## config.mk

```make
export PLATFORM = sky130hd
export DESIGN_NAME = percent_escape_decoder_unit
export DESIGN_NICKNAME = d
export VERILOG_FILES = /design/src/design/pedu_pkg.sv /design/src/design/pedu_decode.sv /design/src/design/pedu_burst.sv /design/src/design/percent_escape_decoder_unit.sv
export SDC_FILE = /design/constraint.sdc
export NUM_CORES = 1
export LEC_CHECK = 0
export BUFFER_PORTS_ARGS = -buffer_cell sky130_fd_sc_hd__buf_4
export CAP_MARGIN = 5
export CORE_UTILIZATION = 30
export CTS_CLUSTER_SIZE = 20
export DETAILED_ROUTE_END_ITERATION = 8
export GPL_TIMING_DRIVEN = 0
export PLACE_DENSITY = 0.47
export SLEW_MARGIN = 20
export SYNTH_ARGS = -nofsm -noshare
export SYNTH_HDL_FRONTEND = slang
export SYNTH_SLANG_ARGS = --single-unit
```

## constraint.sdc

```tcl
create_clock -name clk -period 3.2 [get_ports clk]
set_clock_uncertainty 0.05 [all_clocks]
set_input_delay 0.64 -clock clk [delete_from_list [all_inputs] [get_ports clk]]
set_output_delay 0.64 -clock clk [all_outputs]
set_load 0.02 [all_outputs]
```

## src/design/pedu_pkg.sv

```systemverilog
// Shared types, constants and the hex digit helper for the percent-escape decoder.
`default_nettype none

package pedu_pkg;

    // Escape tracking state
    typedef enum logic [1:0] {
        PH_IDLE  = 2'd0,
        PH_PCT   = 2'd1,
        PH_DIGIT = 2'd2
    } phase_t;

    localparam logic [7:0] PCT_CHAR  = 8'h25;
    localparam int         BURST_MAX = 3;

    typedef logic [1:0] count_t;

    typedef struct packed {
        logic [7:0] data;
        logic       run_last;
        logic       string_end;
    } result_t;

    typedef struct packed {
        count_t                      count;
        result_t [BURST_MAX-1:0]     ent;
    } burst_t;

    // Return {not_hex, nibble}
    function automatic logic [4:0] hex_value(input logic [7:0] c);
        logic [7:0] d;
        logic [4:0] r;
        r = 5'h10;
        if (c >= 8'h30 && c <= 8'h39) begin
            d = c - 8'h30;
            r = {1'b0, d[3:0]};
        end
        else if (c >= 8'h61 && c <= 8'h66) begin
            d = c - 8'h57;
            r = {1'b0, d[3:0]};
        end
        else if (c >= 8'h41 && c <= 8'h46) begin
            d = c - 8'h37;
            r = {1'b0, d[3:0]};
        end
        return r;
    endfunction

endpackage

`default_nettype wire

```

## src/design/pedu_decode.sv

```systemverilog
// Per-word decode: next escape state and the burst of results one input word causes.
`default_nettype none

module pedu_decode (
    input  wire pedu_pkg::phase_t phase,
    input  wire logic [7:0]       held,
    input  wire logic [7:0]       in_byte,
    input  wire logic             in_last,
    output pedu_pkg::phase_t      phase_next,
    output logic [7:0]            held_next,
    output pedu_pkg::burst_t      burst
);
    import pedu_pkg::*;

    logic [4:0] hi;
    logic [4:0] lo;

    assign hi = hex_value(held);
    assign lo = hex_value(in_byte);

    always_comb
    begin
        phase_next = PH_IDLE;
        held_next  = 8'h00;
        burst      = '0;
        case (phase)
            PH_PCT:
            begin
                if (in_last)
                begin
                    // string ends right after '%': flush both raw
                    burst.count  = 2'd2;
                    burst.ent[0] = '{data: PCT_CHAR, run_last: 1'b0, string_end: 1'b0};
                    burst.ent[1] = '{data: in_byte, run_last: 1'b1, string_end: 1'b1};
                end
                else
                begin
                    phase_next = PH_DIGIT;
                    held_next  = in_byte;
                end
            end
            PH_DIGIT:
            begin
                if (!hi[4] && !lo[4])
                begin
                    burst.count  = 2'd1;
                    burst.ent[0] = '{data: {hi[3:0], lo[3:0]}, run_last: 1'b1,
                                     string_end: in_last};
                end
                else
                begin
                    // not a valid escape: emit all three raw, no rescan
                    burst.count  = 2'd3;
                    burst.ent[0] = '{data: PCT_CHAR, run_last: 1'b0, string_end: 1'b0};
                    burst.ent[1] = '{data: held, run_last: 1'b0, string_end: 1'b0};
                    burst.ent[2] = '{data: in_byte, run_last: 1'b1, string_end: in_last};
                end
            end
            default:
            begin
                if (in_byte == PCT_CHAR && !in_last)
                begin
                    phase_next = PH_PCT;
                end
                else
                begin
                    burst.count  = 2'd1;
                    burst.ent[0] = '{data: in_byte, run_last: 1'b1, string_end: in_last};
                end
            end
        endcase
    end

endmodule

`default_nettype wire

```

## src/design/pedu_burst.sv

```systemverilog
// Result register: holds the burst from one input word and drains it one word per cycle while out_ready is high.
`default_nettype none

module pedu_burst (
    input  wire logic             clk,
    input  wire logic             rst_n,
    input  wire logic             load,
    input  wire pedu_pkg::burst_t burst_in,
    input  wire logic             out_ready,
    output logic                  room,
    output logic                  out_valid,
    output pedu_pkg::result_t     head
);
    import pedu_pkg::*;

    count_t                  count_reg;
    count_t                  count_next;
    result_t [BURST_MAX-1:0] ent_reg;
    result_t [BURST_MAX-1:0] ent_next;

    assign out_valid = (count_reg != 2'd0);
    assign head      = ent_reg[0];
    // free next cycle if empty, or last entry leaves now
    assign room      = (count_reg == 2'd0) || (count_reg == 2'd1 && out_ready);

    always_comb
    begin
        count_next = count_reg;
        ent_next   = ent_reg;
        if (load)
        begin
            count_next = burst_in.count;
            ent_next   = burst_in.ent;
        end
        else if (out_valid && out_ready)
        begin
            count_next  = count_reg - 2'd1;
            ent_next[0] = ent_reg[1];
            ent_next[1] = ent_reg[2];
        end
    end

    always_ff @(posedge clk or negedge rst_n)
    begin
        if (!rst_n)
        begin
            count_reg <= 2'd0;
        end
        else
        begin
            count_reg <= count_next;
        end
    end

    always_ff @(posedge clk)
    begin
        ent_reg <= ent_next;
    end

endmodule

`default_nettype wire

```

## src/design/percent_escape_decoder_unit.sv

```systemverilog
// Top level of the percent-escape decoder: escape state, decode and result register.
`default_nettype none

// Percent-escape (URL) decoder. Feed the escaped string one byte per input
// word, with in_last set on its final byte. Plain bytes pass straight through;
// "%XY" with two hex digits becomes one byte 0xXY; an escape with a non-hex
// digit comes out as its three raw bytes, and an escape cut short by the end
// of the string comes out raw. Each output word carries run_last (final word
// caused by that input) and string_end (final byte of the decoded string).
// Rate: the block takes one input word per cycle while out_ready is high and
// each word causes at most one result; '%' and the first digit cause none. A
// word that causes two or three results holds in_ready low while the result
// register drains, since the output port moves at most one word per cycle.
// The first result appears in the cycle after the input is accepted. A new
// input is taken in the same cycle the last pending result leaves.

module percent_escape_decoder_unit (
    input  wire logic       clk,
    input  wire logic       rst_n,
    input  wire logic       in_valid,
    output logic            in_ready,
    input  wire logic [7:0] in_byte,
    input  wire logic       in_last,
    output logic            out_valid,
    input  wire logic       out_ready,
    output logic [7:0]      out_byte,
    output logic            run_last,
    output logic            string_end
);
    import pedu_pkg::*;

    phase_t     phase_reg;
    phase_t     phase_next;
    logic [7:0] held_reg;
    logic [7:0] held_next;
    burst_t     burst;
    result_t    head;
    logic       room;
    logic       in_fire;

    assign in_ready = room;
    assign in_fire  = in_valid && room;

    // Decode the incoming word against the open escape
    pedu_decode u_decode (
        .phase      (phase_reg),
        .held       (held_reg),
        .in_byte    (in_byte),
        .in_last    (in_last),
        .phase_next (phase_next),
        .held_next  (held_next),
        .burst      (burst)
    );

    // Hold the results and hand them out one per cycle while out_ready is high
    pedu_burst u_burst (
        .clk       (clk),
        .rst_n     (rst_n),
        .load      (in_fire),
        .burst_in  (burst),
        .out_ready (out_ready),
        .room      (room),
        .out_valid (out_valid),
        .head      (head)
    );

    assign out_byte   = head.data;
    assign run_last   = head.run_last;
    assign string_end = head.string_end;

    // Advance escape state only on an accepted word
    always_ff @(posedge clk or negedge rst_n)
    begin
        if (!rst_n)
        begin
            phase_reg <= PH_IDLE;
            held_reg  <= 8'h00;
        end
        else if (in_fire)
        begin
            phase_reg <= phase_next;
            held_reg  <= held_next;
        end
    end

endmodule

`default_nettype wire

```

* Word-level counts from Yosys, hierarchy flattened
Index checks and enable logic that the tools add are counted.
** Word-level totals
- Flip-flop bits (word level) :: 42
- Bits of input ports :: 13
- Output and inout port bits :: 12
- Word-level logic and storage cells :: 80
** Cells by class
- $add $sub $neg :: 7
- Order comparisons :: 12
- Equality and inequality tests :: 4
- Mux-type cells :: 25
- Bitwise logic cells :: 1
- Reduce and logical (&&, ||, !) cells :: 19
** Operators by type and width (number)
- 20-bit two-way mux :: 3
- 10-bit case mux with 2 select lines :: 2
- 8-bit by 7-bit greater-or-equal comparator with 1-bit output, second input constant :: 4
- 8-bit by 7-bit less-or-equal comparator with 1-bit output, second input constant :: 4
- 5-bit two-way mux :: 6
- 10-bit two-way mux :: 2
- 8-bit by 6-bit greater-or-equal comparator with 1-bit output, second input constant :: 2
- 8-bit by 6-bit less-or-equal comparator with 1-bit output, second input constant :: 2
- 8-bit two-way mux :: 2
- 4-bit by 3-bit subtractor with 4-bit output, second input constant :: 4
- 12-bit two-way mux :: 1
- 1-bit logical AND :: 11
- 2-bit two-way mux :: 5
- 8-bit by 6-bit equality test with 1-bit output, second input constant :: 1
- 2-bit case mux with 2 select lines :: 2
- 4-bit by 1-bit subtractor with 4-bit output, second input constant :: 2
- 2-bit by 1-bit equality test with 1-bit output, second input constant :: 2
- 2-bit nonzero test :: 2
- 1-bit logical NOT :: 3
- 2-bit equality test, second input constant :: 1
- 2-bit logical NOT :: 1
- 1-bit two-way mux :: 2
- 2-bit OR reduction :: 1
- 2-bit by 1-bit subtractor with 2-bit output, second input constant :: 1
- other kinds (2) :: 2

* Logic depth before layout (Yosys ltp)
- Word-level depth :: 10
- Depth in mapped cells :: 8
- Mapped depth without buffers :: 8

* By module
From an unflattened synthesis, not the netlist that was laid out.
** Unflattened totals
- Cells, all modules :: 210
- Area total of the unflattened synthesis :: 2516.2 sq um
** By module, submodules not included
- pedu_burst :: instances 1, cells an instance 81, area an instance 1383.8 sq um, seq. area each 950.9 sq um
- pedu_decode :: instances 1, cells an instance 106, area an instance 714.4 sq um, seq. area each 0.0 sq um
- percent_escape_decoder_unit :: instances 1, cells an instance 23, area an instance 417.9 sq um, seq. area each 250.2 sq um

* Worst setup path before layout
OpenSTA, ideal clock, no wires.
- Path type :: input to register
- From :: input in_byte[3]
- To :: register u_burst.ent_reg (netlist bit u_burst.head[4]), data pin
- Library setup time :: 0.272 ns
- Arrival time :: 2.010 ns
- Data required time :: 2.878 ns
- Slack :: 0.868 ns
- Stages on the path :: 7
- Path buffers :: 2
- Cell sequence :: buf_6 -> or4b_1 -> nor3_2 -> o22ai_2 -> buf_6 -> o311ai_1 -> o211ai_1
** RTL lines
- start: declaration :: line percent_escape_decoder_unit.sv:22 : input wire logic [7:0] in_byte,
- end signal: assignment :: line pedu_burst.sv:57 : ent_reg <= ent_next;
- end: declaration :: line pedu_burst.sv:18 : result_t [BURST_MAX-1:0] ent_reg;

==> run_results.csv <==
group,metric,value,unit
clock_network,ctsResizeCount,0,
setup_path,path_cells,"inv_1 -> ha_1 -> o21bai_4 -> a2111oi_4 -> o22ai_2 -> buf_6 -> o311ai_1 -> o211ai_1",
yosys,ys_seq_area_share,49.8,%
floorplanning,core,7770,um^2
sta,post-route-period-util,81.8,%
route,dr.pass1.iters,4,
setup_path,cp.required,3190,ps
yosys,synth_edf_count,30,
setup_path,endpoint_kind,"flop",
floorplanning,die_x,91.7,um
clock_network,cts.sinks,42,
setup_path,max_stage_delay,540,ps
yosys,syn_inst,238,
floorplanning,die_h,91.7,um
clock_network,cts.clk_slew.worst_paths,80,ps
clock_network,post_cts_buffers,0,
hold_path,hp-class,"in2async",
final_layout,num_antenna_cells,0,
global_route,grt_pass1_vias,1820,
yosys,synthTopCellsByArea,"edfxtp_1 37%, dfrtp_1 12%, ha_1 5.2%, a21oi_1 3.5%, nor2_1 3.4%",
outcome,status,"finished clean",
placed_design,gp_congestion,0.782,
sta,finalCriticalPeriod,2620,ps
global_route,grt_usage,15.7,%
final_layout,nNetsFinal,290,
clock_network,clockBufferDepth,2,
global_route,grt_pass1_wl,9940,um
run,maxCapViolations,0,
yosys,synth_cell_types,48,
global_route,grt_overflow,0,
yosys,syn_area,2410,um^2
pwr,ir_drop,0.000165,V
yosys,yosys_warnings,0,
yosys,syn_nets,261,
sta,setup_tns,0,ps
setup_path,cp.arrival,2600,ps
floorplanning,start_util,31.0,%
floorplanning,pin_count,25,
pwr,power_density,688,nW/um^2
clock_network,clock-root-buffer,"clkbuf_8",
placed_design,io_buffers,22,
setup_path,cp_max_fo,10,
setup_path,crit_type,"reg2reg",
yosys,synth_top_area_share,37.4,%
pwr,p_leak,1.12,nW
setup_path,rrSetupSlack,580,ps
route,vias_per_cell,5.02,
floorplanning,die_area,8400,um^2
clock_network,cts_tree,"yes",
final_layout,syn2layout_area_growth,16.6,%
sta,worst_pin_slew,1050,ps
clock_network,worstSkewPairLatency,300,ps
setup_path,crit_family,"compound AO/OA/AOI/OAI gates",
placed_design,place_hpwl,4350,um
yosys,ys_ff_latch,42,
route,vias,1858,
sta,slew_headroom,29.8,%
setup_path,cp_num_buf_inv,2,
sta,hold_viol,0,
floorplanning,num_rows,32,
route,route.detailed.drc,0,
setup_path,startpoint_type,"flop",
global_route,antenna_found_initial,0,
sta,rsz0062_at_grt,"no",
final_layout,layout-drive-gt1-share,19.0,%
setup_path,slowest_stage,"a2111oi_4",
sta,clock.fmax,382,MHz
clock_network,cts_hold_buf,0,
yosys,synth_async_sr_flop_share,28.6,%
route,drt_iter0_markers,116,
route,wl_per_cell,16.7,um
route,wl,6170,um
clock_network,cts_buffers,5,
clock_network,cts-htree-levels,2,
sta,setup_viol,0,
yosys,avgSynthCellArea,10.1,um^2
sta,final_max_slew_viol_count,0,
final_layout,largest_reg_flops,20,
yosys,yosysTopAreaCell,"edfxtp_1",
yosys,synth_ff_type,"edfxtp_1",
final_layout,finish.utilization,36.2,%
route,ant_nets,0,
sta,whs,124,ps
global_route,grt_max_degree,25,
-- metrics by stage --
| stage | worst slack, ps | std cells | cell area, um^2 | power (mW) |
|---|---|---|---|---|
| final | 583 | 370 | 2810 | 1.93 |
| after global routing | 450 | 370 | 2810 | 2.03 |
| after CTS | 590 | 370 | 2810 | 1.94 |
| after detailed placement | 522 | 362 | 2700 | 1.52 |
| after global placement | 537 | 362 | 2700 | 1.51 |
| after floorplan | 868 | 238 | 2410 | 1.28 |
-- metal layers --
metal | GRT usage, % | part of all wire, %
met1 | 22.5 | 49
met2 | 23.2 | 44
met3 | 2.57 | 4.9
met4 | 7.28 | 2.1
met5 | 0 | 0
-- cell usage in the layout, fill, tap and decap left out, types with 2 or more instances in the layout --
| master | netlist | routed |
|---|---|---|
| buf_6 | 2 | 2 |
| and3_1 | 10 | 10 |
| nor2_1 | 22 | 22 |
| o21a_1 | 2 | 2 |
| clkbuf_8 | 0 | 5 |
| and2_1 | 2 | 2 |
| ha_1 | 10 | 10 |
| a211o_1 | 2 | 2 |
| or4b_1 | 2 | 2 |
| o22ai_1 | 9 | 9 |
| nand3_1 | 9 | 9 |
| a21oi_1 | 17 | 17 |
| xnor2_1 | 2 | 2 |
| nor3_1 | 3 | 3 |
| a21o_1 | 4 | 4 |
| nand2b_1 | 2 | 2 |
| a31oi_1 | 5 | 5 |
| o21ai_0 | 14 | 14 |
| or3_2 | 2 | 2 |
| or3_1 | 2 | 2 |
| inv_1 | 19 | 19 |
| mux2_2 | 2 | 2 |
| dfrtp_1 | 12 | 12 |
| nor3b_1 | 2 | 2 |
| o211ai_1 | 3 | 3 |
| nand2_1 | 12 | 12 |
| edfxtp_1 | 30 | 30 |
| clkbuf_1 | 9 | 11 |
| buf_4 | 8 | 30 |
-- path summary, 6_finish.rpt --
path                                       end  depth (start not counted)                 from
hold reg to reg            u_burst.ent_reg[10]                          1  u_burst.ent_reg[20]
min in group clk           u_burst.ent_reg[10]                          1  u_burst.ent_reg[20]
setup / recovery               u_burst.head[4]                          8          held_reg[0]
setup reg to reg               u_burst.head[4]                          8          held_reg[0]
max in group asynchronous          held_reg[0]                          1                rst_n
hold / removal                    phase_reg[1]                          1                rst_n
-- synth_stat cells, types with 5 or more instances --
| library cell | number |
|---|---|
| a21oi_1 | 17 |
| a31oi_1 | 5 |
| and3_1 | 10 |
| buf_4 | 8 |
| clkbuf_1 | 9 |
| dfrtp_1 | 12 |
| edfxtp_1 | 30 |
| ha_1 | 10 |
| inv_1 | 19 |
| nand2_1 | 12 |
| nand3_1 | 9 |
| nor2_1 | 22 |
| o21ai_0 | 14 |
| o22ai_1 | 9 |
-- cell type report --
cell class / count / area (um^2)
clock inverter: 1 / 30.0
sequential: 42 / 1200
clock buffer: 7 / 76.3
multi-input combinational: 155 / 1010
buffer: 21 / 125
timing repair buffer: 22 / 165
tap: 102 / 128
inverter: 20 / 75.1
fill: 827 / 4960
-- cell families after synthesis --
kind of cell / synth area share [%]
AOI/OAI and AO/OA: 17.8
xor gates and xnor gates: 0.727
adders and majority gates: 5.19
buffers and inverters: 8.30
DFF: 49.8
muxes: 1.35
and+or+nand+nor: 16.8
-- power breakdown --
group          switching (mW)  leakage, nW  internal (mW)
clock                   0.190       0.0524          0.234
sequential             0.0459        0.454          0.785
combinational           0.406        0.608          0.273
(Power assumes the default switching activity.)
